<file path="config.mk">
export PLATFORM = sky130hd
export DESIGN_NAME = ptc_second
export DESIGN_NICKNAME = d
export VERILOG_FILES = /design/src/hw/rtl/ptc_pkg.sv /design/src/hw/rtl/ptc_second.sv
export SDC_FILE = /design/constraint.sdc
export NUM_CORES = 2
export LEC_CHECK = 0
export BUFFER_PORTS_ARGS = -buffer_cell sky130_fd_sc_hd__buf_2
export CELL_PAD_IN_SITES_DETAIL_PLACEMENT = 0
export CELL_PAD_IN_SITES_GLOBAL_PLACEMENT = 1
export CORE_MARGIN = 1
export CORE_UTILIZATION = 45
export CTS_CLUSTER_DIAMETER = 60
export CTS_CLUSTER_SIZE = 28
export DETAILED_ROUTE_END_ITERATION = 8
export PLACE_DENSITY_LB_ADDON = 0.2
export SKIP_LAST_GASP = 1
export SYNTH_ARGS = -nofsm -noshare
export SYNTH_HDL_FRONTEND = slang
export SYNTH_SLANG_ARGS = --single-unit
</file>
<file path="constraint.sdc">
create_clock -name clk -period 6.85 [get_ports clk]
set_input_delay 0.685 -clock clk [delete_from_list [all_inputs] [get_ports clk]]
set_output_delay 0.685 -clock clk [all_outputs]
set_load 0.1 [all_outputs]
</file>
<file path="src/hw/rtl/ptc_pkg.sv">
// ----------------------------------------------------------------------------
// ptc_pkg
// Shared types and constants for the pressure/temperature compensation pipe.
// ----------------------------------------------------------------------------
package ptc_pkg;

  localparam int CountW = 24;
  localparam int CalW   = 16;
  localparam int TempW  = 19;
  localparam int PressW = 28;
  localparam int AccW   = 40;
  localparam int TiW    = 17;
  localparam int SqW    = 35;

  // reference temperature and cold-branch bounds, as offsets of dev = temp - 2000
  localparam logic signed [TempW-1:0] TempRef  = 19'sd2000;
  localparam logic signed [TempW-1:0] ColdOfs  = 19'sd3500;
  localparam logic signed [TempW-1:0] VcoldDev = -19'sd3500;

  typedef enum logic [2:0] {
    REG_C1 = 3'd0,
    REG_C2 = 3'd1,
    REG_C3 = 3'd2,
    REG_C4 = 3'd3,
    REG_C5 = 3'd4,
    REG_C6 = 3'd5
  } reg_idx_t;

  typedef struct packed {
    logic [CalW-1:0] c1;
    logic [CalW-1:0] c2;
    logic [CalW-1:0] c3;
    logic [CalW-1:0] c4;
    logic [CalW-1:0] c5;
    logic [CalW-1:0] c6;
  } cal_t;

  typedef struct packed {
    logic                    vld;
    logic                    zero;
    logic [CountW-1:0]       d1;
    logic signed [TempW-1:0] temp;
    logic signed [TempW-1:0] dev;
    logic signed [TempW-1:0] cold;
    logic [TiW-1:0]          ti;
    logic signed [AccW-1:0]  off1;
    logic signed [AccW-1:0]  sens1;
  } front_t;

  typedef struct packed {
    logic                    vld;
    logic                    zero;
    logic [CountW-1:0]       d1;
    logic signed [TempW-1:0] t2;
    logic signed [AccW-1:0]  off;
    logic signed [AccW-1:0]  sens;
  } second_t;

endpackage

</file>
<file path="src/hw/rtl/ptc_second.sv">
// ----------------------------------------------------------------------------
// ptc_second
// Second-order correction: squares of the deviation, then the cold, very-cold
// and warm terms applied to temperature, offset and sensitivity.
// ----------------------------------------------------------------------------
module ptc_second (
  input  logic             clk,
  input  logic             rst,
  input  ptc_pkg::front_t  front,
  output ptc_pkg::second_t second
);
  import ptc_pkg::*;

  // stage 4
  front_t         f4;
  logic [SqW-1:0] devsq4;
  logic [SqW-1:0] coldsq4;
  logic           vcold4;

  logic signed [37:0] devsq_c;
  logic signed [37:0] coldsq_c;

  // stage 5 combinational
  logic [AccW-1:0] dsq;
  logic [AccW-1:0] csq;
  logic [AccW-1:0] offi;
  logic [AccW-1:0] sensi;
  second_t         second_next;

  assign devsq_c  = front.dev * front.dev;
  assign coldsq_c = front.cold * front.cold;

  always_ff @(posedge clk) begin
    if (rst) begin
      f4.vld     <= 1'b0;
      second.vld <= 1'b0;
    end else begin
      f4     <= front;
      second <= second_next;
    end
  end

  always_ff @(posedge clk) begin
    devsq4  <= devsq_c[SqW-1:0];
    coldsq4 <= coldsq_c[SqW-1:0];
    vcold4  <= front.dev < VcoldDev;
  end

  always_comb begin
    dsq = {5'b0, devsq4};
    csq = {5'b0, coldsq4};
    if (f4.dev[TempW-1]) begin
      offi  = (((dsq << 1) + dsq) >> 1) + (vcold4 ? ((csq << 3) - csq) : '0);
      sensi = (((dsq << 2) + dsq) >> 3) + (vcold4 ? (csq << 2) : '0);
    end else begin
      offi  = dsq >> 4;
      sensi = '0;
    end
    second_next.vld  = f4.vld;
    second_next.zero = f4.zero;
    second_next.d1   = f4.d1;
    second_next.t2   = f4.temp - $signed({2'b0, f4.ti});
    second_next.off  = f4.off1 - $signed(offi);
    second_next.sens = f4.sens1 - $signed(sensi);
  end

endmodule

</file>
==> qor.csv <==
metric,value,unit
outcome,"complete, no violations",
grt-ovfl-total,0,
hp-start,front[50],
drt-total-wl,118600,um
design.die.area,102500,um2
synth_nets,5988,
fill_cells,9125,
multi_input_area,33360,um2
max_cap_violations,0,
rsz0062_at_grt,true,
synthCells,4685,
place_congestion,0.9001,
clock_sinks,337,
place_hpwl,101500,um
grt_pass1_vias,36000,
hold_path.class,input port to flop,
fin_ws,0.1150,ns
relSlewSlack,0.3511,
yosys.cell_types.count,86,
hold_buffers,0,
fmax,148.5,MHz
synth_top_area_frac,0.2787,
register_area,9425,um2
grt_pass1_wl,189100,um
reg2reg_from,devsq4[3],
root_buffer,clkbuf_16,
setup_tns,0,ns
die_x,320.1,um
async_flop_share,0,
drt-vias-per-instance,5.092,
synth_flop_cell,edfxtp_1,
synth_common_cells,"inv_1, fa_1, ha_1",
cp_data_arrival_time,7.03,ns
post-synth-top-count-cell,inv_1,
fp.dieH,320.1,um
setup_viol,0,
yosysSeqAreaShare,0.2066,
drive_gt1_frac,0.2131,
fin_crit_sh,0.9832,
cp.required,7.15,ns
rrSetupSlack,0.12,ns
initial_core_util,0.4547,
cts_max_level,2,
antenna_found_initial,6,
numCtsBuffers,36,
grt_util_all_layers,0.2334,
crit_path_end_kind,flop,
synthTopCellsByArea,"fa_1, edfxtp_1, ha_1",
drc,0,
layout_min_cycle_time,6.735,ns
port_buffers,306,
max_stage_delay,0.47,ns
wl_per_cell,17.20,um
fin_nets,6875,
syn_avg_cell_area,9.721,um2
r2r_end,second[79],
hold_viol,0,
maxSlewViolCount,0,
num_vias,35120,
path_max_fanout,3,
cts.clk_slew.worst_paths,0.09,ns
finClkSkew,0.06359,ns
area_growth,21.34,%
worst_pin_slew,0.9734,ns
n_antenna_cell,0,
path_common_cell,a21o_1,
yosysWarningCount,0,
core,100100,um2
ioPinCount,307,
drt_iter0_drc,1717,
syn_area,45540,um2
r2r_cells,30,
synth_seq_cells,337,
grt_start_max_net_pins,170,
min_to,f4[50],
place_ws,-0.2611,ns
dr.pass1.iters,5,
start_kind,flop,
slowest_stage,or4_4,
hold_path_depth,1,
crit_type,flop to flop,
clockBufferDepth,3,
ant_nets,0,
cts_tree,done,
synth-edff-count,266,
clock_latency,0.59,ns
yosys.area.top_type,fa_1,
rows,116,
==> final cells by class <==
type,count,area share
timing repair buffer,944,0.1161
tap,1298,0.02939
clock buffer,40,0.01694
multi-input combinational,3404,0.6036
sequential,337,0.1706
inverter,849,0.05780
clock inverter,25,0.005638
==> through the flow <==
step	util	instances	area, um2	hold WS [ns]
floorplan	-	4685	45570	0.4003
global placement	0.5296	6805	53030	0.4002
detailed placement	0.5296	6805	53030	0.4045
CTS	0.5459	6885	54670	0.2220
global route	0.5518	6897	55260	0.2263
finish	0.5518	6897	55260	0.2589
==> routing by layer <==
metal / part of all wire / global-route usage
met1: 0.45 / 0.3155
met2: 0.48 / 0.4008
met3: 0.044 / 0.02892
met4: 0.020 / 0.04891
met5: 0.00033 / 0
==> layout by cell type (no fill, tap or decap), types with 36 or more instances in the layout <==
cell type    n
o21bai_1    36
xnor2_1    214
nand3_1     50
buf_4      628
and2_1     153
inv_1      846
xor2_1      93
dfxtp_1     60
clkbuf_16   36
a21oi_1    216
edfxtp_1   266
o21a_1      49
ha_1       465
buf_2      305
fa_1       634
nor2_1     263
a21o_1     123
nand2_1    347
nor3_1      43
o21ai_0    126
nand2b_1    54
nor2b_1     43
==> repair_timing <==
action                     4_1_cts  5_1_grt
pin swaps                       60       91
gates cloned                     0        0
gates resized for setup         61      119
setup endpoints to repair        2       23
setup buffers                   15       12
==> flip-flops by register name, indices dropped and copies added, names as in the netlist <==
name / count
devsq4: 34
vcold4: 1
second: 125
f4: 143
coldsq4: 34
==> worst max-delay path by stage <==
stage,start,depth (start not counted),slack [ns],to
floorplan,front[103],26,-0.02,coldsq4[34]
global placement,front[100],27,-0.19,coldsq4[34]
detailed placement,front[100],25,-0.26,coldsq4[34]
CTS,coldsq4[3],34,-0.009,second[79]
global route,coldsq4[0],34,-0.19,second[79]
finish,devsq4[3],30,0.12,second[79]
==> critical path: cells and delay by family, from the launching register on <==
family | cells | cell delay [ns]
adders and majority gates | 3 | 0.78
and+or+nand+nor | 9 | 1.74
DFF | 1 | 0.37
buffers and inverters | 2 | 0.32
xor gates and xnor gates | 1 | 0.20
AOI/OAI and AO/OA | 15 | 3.03
==> kinds of logic (layout without fill, tap and decap cells) <==
kind of cell             after synthesis  count (layout)  synth area share
AO/OA/AOI/OAI                        823             823            0.1177
XOR/XNOR                             308             308           0.05923
adder cells (fa/ha/maj)             1121            1121            0.4125
buffers and inverters                944            1858           0.07781
flip-flops                           337             337            0.2066
multiplexers                          30              30          0.006758
other                                  1               1        0.00008234
AND/OR/NAND/NOR                     1121            1121            0.1193
Power is not shown: default switching activity piles up to over one toggle a cycle in this logic, so the estimate is an artifact.
