### config.mk
export PLATFORM = sky130hd
export DESIGN_NAME = ptc_press
export DESIGN_NICKNAME = d
export VERILOG_FILES = /design/src/hw/rtl/ptc_pkg.sv /design/src/hw/rtl/ptc_press.sv
export SDC_FILE = /design/constraint.sdc
export NUM_CORES = 2
export LEC_CHECK = 0
export BUFFER_PORTS_ARGS = -buffer_cell sky130_fd_sc_hd__buf_2
export CORE_ASPECT_RATIO = 1.1
export CORE_MARGIN = 5
export CORE_UTILIZATION = 35
export CTS_CLUSTER_DIAMETER = 60
export DETAILED_ROUTE_END_ITERATION = 8
export PLACE_DENSITY_LB_ADDON = 0.3
export SLEW_MARGIN = 20
export SYNTH_ARGS = -nofsm -noshare
export SYNTH_HDL_FRONTEND = slang
export SYNTH_SLANG_ARGS = --single-unit
### constraint.sdc
create_clock -name clk -period 6.9 [get_ports clk]
set_input_delay 1.035 -clock clk [delete_from_list [all_inputs] [get_ports clk]]
set_output_delay 1.035 -clock clk [all_outputs]
set_load 0.05 [all_outputs]
### src/hw/rtl/ptc_pkg.sv
// ----------------------------------------------------------------------------
// ptc_pkg
// Shared types and constants for the pressure/temperature compensation pipe.
// ----------------------------------------------------------------------------
package ptc_pkg;

  localparam int CountW = 24;
  localparam int CalW   = 16;
  localparam int TempW  = 19;
  localparam int PressW = 28;
  localparam int AccW   = 40;
  localparam int TiW    = 17;
  localparam int SqW    = 35;

  // reference temperature and cold-branch bounds, as offsets of dev = temp - 2000
  localparam logic signed [TempW-1:0] TempRef  = 19'sd2000;
  localparam logic signed [TempW-1:0] ColdOfs  = 19'sd3500;
  localparam logic signed [TempW-1:0] VcoldDev = -19'sd3500;

  typedef enum logic [2:0] {
    REG_C1 = 3'd0,
    REG_C2 = 3'd1,
    REG_C3 = 3'd2,
    REG_C4 = 3'd3,
    REG_C5 = 3'd4,
    REG_C6 = 3'd5
  } reg_idx_t;

  typedef struct packed {
    logic [CalW-1:0] c1;
    logic [CalW-1:0] c2;
    logic [CalW-1:0] c3;
    logic [CalW-1:0] c4;
    logic [CalW-1:0] c5;
    logic [CalW-1:0] c6;
  } cal_t;

  typedef struct packed {
    logic                    vld;
    logic                    zero;
    logic [CountW-1:0]       d1;
    logic signed [TempW-1:0] temp;
    logic signed [TempW-1:0] dev;
    logic signed [TempW-1:0] cold;
    logic [TiW-1:0]          ti;
    logic signed [AccW-1:0]  off1;
    logic signed [AccW-1:0]  sens1;
  } front_t;

  typedef struct packed {
    logic                    vld;
    logic                    zero;
    logic [CountW-1:0]       d1;
    logic signed [TempW-1:0] t2;
    logic signed [AccW-1:0]  off;
    logic signed [AccW-1:0]  sens;
  } second_t;

endpackage

### src/hw/rtl/ptc_press.sv
// ----------------------------------------------------------------------------
// ptc_press
// Pressure stages: D1 times sensitivity as two partial products, their sum,
// then the offset subtraction, final scaling and output register.
// ----------------------------------------------------------------------------
module ptc_press (
  input  logic                                clk,
  input  logic                                rst,
  input  ptc_pkg::second_t                    second,
  output logic                                done,
  output logic                                valid_res,
  output logic signed [ptc_pkg::TempW-1:0]    temperature_centideg,
  output logic signed [ptc_pkg::PressW-1:0]   pressure_tens_pa
);
  import ptc_pkg::*;

  // stage 6
  logic                    v6;
  logic                    z6;
  logic signed [TempW-1:0] t2_6;
  logic signed [AccW-1:0]  off6;
  logic [43:0]             pl6;
  logic [43:0]             ph6;

  logic [43:0]        pl_c;
  logic signed [44:0] ph_c;

  // stage 7
  logic                    v7;
  logic                    z7;
  logic signed [TempW-1:0] t2_7;
  logic signed [AccW-1:0]  off7;
  logic signed [63:0]      prod7;

  logic signed [43:0] q_c;

  assign pl_c = second.d1 * second.sens[19:0];
  assign ph_c = $signed({1'b0, second.d1}) * $signed(second.sens[39:20]);
  assign q_c  = $signed({prod7[63], prod7[63:21]}) - $signed({{4{off7[AccW-1]}}, off7});

  always_ff @(posedge clk) begin
    if (rst) begin
      v6        <= 1'b0;
      v7        <= 1'b0;
      done      <= 1'b0;
      valid_res <= 1'b0;
    end else begin
      v6        <= second.vld;
      v7        <= v6;
      done      <= v7;
      valid_res <= v7 & ~z7;
    end
  end

  always_ff @(posedge clk) begin
    z6    <= second.zero;
    t2_6  <= second.t2;
    off6  <= second.off;
    pl6   <= pl_c;
    ph6   <= ph_c[43:0];
    z7    <= z6;
    t2_7  <= t2_6;
    off7  <= off6;
    prod7 <= $signed({ph6, 20'b0}) + $signed({20'b0, pl6});
    temperature_centideg <= z7 ? '0 : t2_7;
    pressure_tens_pa     <= z7 ? '0 : q_c[40:13];
  end

endmodule

==> metrics.md <==
| Metric | Value |
|---|---|
| Synth Area in Compound Gates | `5.399%` |
| Htree depth | `2` |
| I/O pin count | `176` |
| CTS Buf Count | `34` |
| Post-Route Utilization | `between 40% and 50%` |
| Crit Path Category | `in -> reg` |
| Register Area | `between 5000 and 6000 µm²` |
| Post-DP HPWL | `a little over 90 mm` |
| CTS root buffer | `clkbuf_16` |
| Post-synthesis mux area share | `0.05067%` |
| Detailed Route Iter0 Violations | `about 1300` |
| Clk_skew | `between 10 and 15 ps` |
| DR DRC count | `0` |
| Final hold vios | `0` |
| Worst slew pin tran | `roughly 920 ps` |
| Worst EP required | `~7400 ps` |
| Outcome | `finished, violations left` |
| Synth Area in Adders | `~52%` |
| HP Class | `reg -> reg` |
| Largest family of logic cells by synthesized area | `adder cells` |
| Max-slew headroom | `roughly two fifths` |
| Clk buf depth | `3` |
| Sequential share of the synthesized area | `14.09%` |
| Synth unique cells | `64` |
| Number of synthesis warnings | `0` |
| CP Launch Type | `input pin` |
| Die Ht | `362.4 µm` |
| Total GRT Usage | `between 10% and 20%` |
| Syn Area/Cell | `slightly above 9 µm²` |
| Starting Density | `35.17%` |
| CTS tree | `done` |
| Commonest cells after routing, fill and taps aside | `900 x inv_1, 764 x fa_1, 543 x nand2_1, 439 x and2_1, 381 x buf_4` |
| XOR/XNOR Fraction of Synth Area | `under 10%` |
| Fmax | `about 140 MHz` |
| CTS sink count | `approximately 280` |
| Layout area overhead | `19.33%` |
| Clock Latency Late Sink | `530 ps` |
| Tcrit/Tclk final | `100.6%` |
| Min Tclk post-route | `about 7000 ps` |
| Via-to-Cell Ratio | `about 4.7` |
| Max Fanout on Critical Path | `11` |
| Vias in the first global route | `~31000` |
| Core area | `approximately 110000 µm²` |
| IO buf count | `175` |
| Mapped Area | `39510 µm²` |
| Failing checks | `negative setup slack` |
| Die Area | `119700 µm²` |
| Routed wire length per instance | `17.31 µm` |
| Post-Synth Simple-Gate Area | `~16%` |
| Largest net degree at the start of global routing | `between 40 and 50` |
| Final-report max-slew violation count | `0` |
| First-pass GRT wire length | `approximately 170 mm` |
| Nets | `around 6000` |
| RSZ-0062 raised after global routing | `true` |
| Vias | `28900` |
| PnR worst setup slack | `-42.94 ps` |
| GRT overflow | `0` |
| Top FF cell, synth | `dfxtp_1` |
| Setup-failing EPs final | `4` |
| Final ANT Viol Nets | `0` |
| Final RePlAce weighted congestion | `about 0.9` |
| Worst-path clk slew | `about 60 ps` |
| Die W | `330.4 µm` |
| Multi-input gate area | `just over 30000 µm²` |
| Commonest non-fill, non-tap cell in the layout | `inv_1` |
| Asr flop ratio synth | `0%` |
| CP endpoint kind | `flop` |
| Cells after synthesis | `4233` |
| EDFF count, synth | `0` |
| Syn nets | `5519` |
| Register bit total from synthesis | `~280` |
| Row Count | `approximately 130` |
| Fillers | `11120` |
| First-pass iteration count of the detailed router | `5` |
| Antenna violations before repair | `15` |
| Drt total wl | `approximately 110 mm` |
| Max cap viols | `0` |
| Share of cells above drive strength 1 | `about 16%` |
| CP Data Arrival Time | `between 7000 and 8000 ps` |
-- per-stage QoR --
step | hold slack [ps] | instances | setup slack (ps) | TNS (ps) | instance area [µm²]
2_1_floorplan | 309.6 | 4233 | -51.12 | -51.12 | 39670
3_3_place_gp | 310.4 | 6115 | -661.9 | -19080 | 44930
3_5_place_dp | 312.1 | 6115 | -712.2 | -21160 | 44930
4_1_cts | 324.6 | 6176 | 2.269 | 0 | 46200
5_1_grt | 320.7 | 6206 | -219.9 | -1786 | 47140
6_report | 320.6 | 6208 | -42.94 | -109.5 | 47150
-- layer usage --
| layer | wire length, µm | track usage, % | vias to the layer above |
|---|---|---|---|
| met5 | 47 | 0 | - |
| met4 | 3126 | 4.842 | 6 |
| met3 | 5402 | 2.948 | 160 |
| met2 | 55040 | 32.34 | 594 |
| met1 | 43880 | 21.65 | 14630 |
| li1 | - | - | 13500 |
-- final cells by class --
type                       count  share of cell area (%)
multi-input combinational   2861                   64.57
sequential                   278                   11.81
timing repair buffer         591                   9.816
inverter                     908                   7.229
tap                         1506                   3.997
clock buffer                  42                   1.977
clock inverter                19                  0.5838
antenna                        3                 0.01592
-- worst paths after layout --
path,slack (ps),cells past startpoint,to,start
max reg2reg,3540,10,prod7[47],pl6[32]
min reg2reg,320,0,off7[11],off6[11]
min,320,0,off7[11],off6[11]
max,-40,24,ph6[34],second[113]
-- worst max-delay path, cell delays in order --
cell,delay [ps]
buf_6,140
buf_12,140
and2_1,170
fa_1,510
fa_1,520
inv_1,50
fa_1,480
inv_1,50
fa_1,500
fa_1,450
fa_1,530
inv_2,40
fa_1,520
inv_2,50
ha_4,210
a21o_1,150
a21o_1,180
a2111oi_4,390
o32ai_2,180
a221oi_4,420
o21ai_1,120
a211o_1,310
a21oi_2,130
xnor2_1,120
-- flip-flops by register name, summed over array words and instances, names as in the netlist, 19 cells and up --
signal and count:
off6 40, t2_6 19, pl6 24, ph6 42
temperature_centideg 19, prod7 41, t2_7 19, pressure_tens_pa 28
off7 40
-- synthesized netlist by cell type (17+ instances only) --
cell type    n  area [µm²]
a21o_1      43       322.8
a21oi_1    103       515.5
and2_1     451        2821
and3_1      17       106.4
clkbuf_1   183       686.9
dfxtp_1    278        5565
fa_1       785       15720
ha_1       374        4679
inv_1      907        3405
nand2_1    548        2057
nand2b_1    29       181.4
nand3_1     34       170.2
nor2_1      83       311.6
nor2b_1     32       200.2
o21ai_0     58       290.3
o21bai_1    17       127.6
xnor2_1     97       849.6
xor2_1      34       297.8
-- logic make-up (layout without fill, tap and decap cells) --
| logic type | count (synthesis) | count (layout) |
|---|---|---|
| xor+xnor | 131 | 131 |
| flops | 278 | 278 |
| mux | 2 | 2 |
| simple gates | 1241 | 1241 |
| compound gates | 328 | 328 |
| fa+ha+maj | 1159 | 1159 |
| other cells | 0 | 3 |
| buf+inv | 1094 | 1560 |
-- repair_timing --
item | CTS | global route
pin swaps | 3 | 101
endpoints found under the setup margin | 13 | 34
resized for setup | 18 | 161
setup buffers | 0 | 28
hold buffers | 0 | 0
gates cloned | 0 | 3
Power is not shown: default switching activity piles up to over one toggle a cycle in this logic, so the estimate is an artifact.
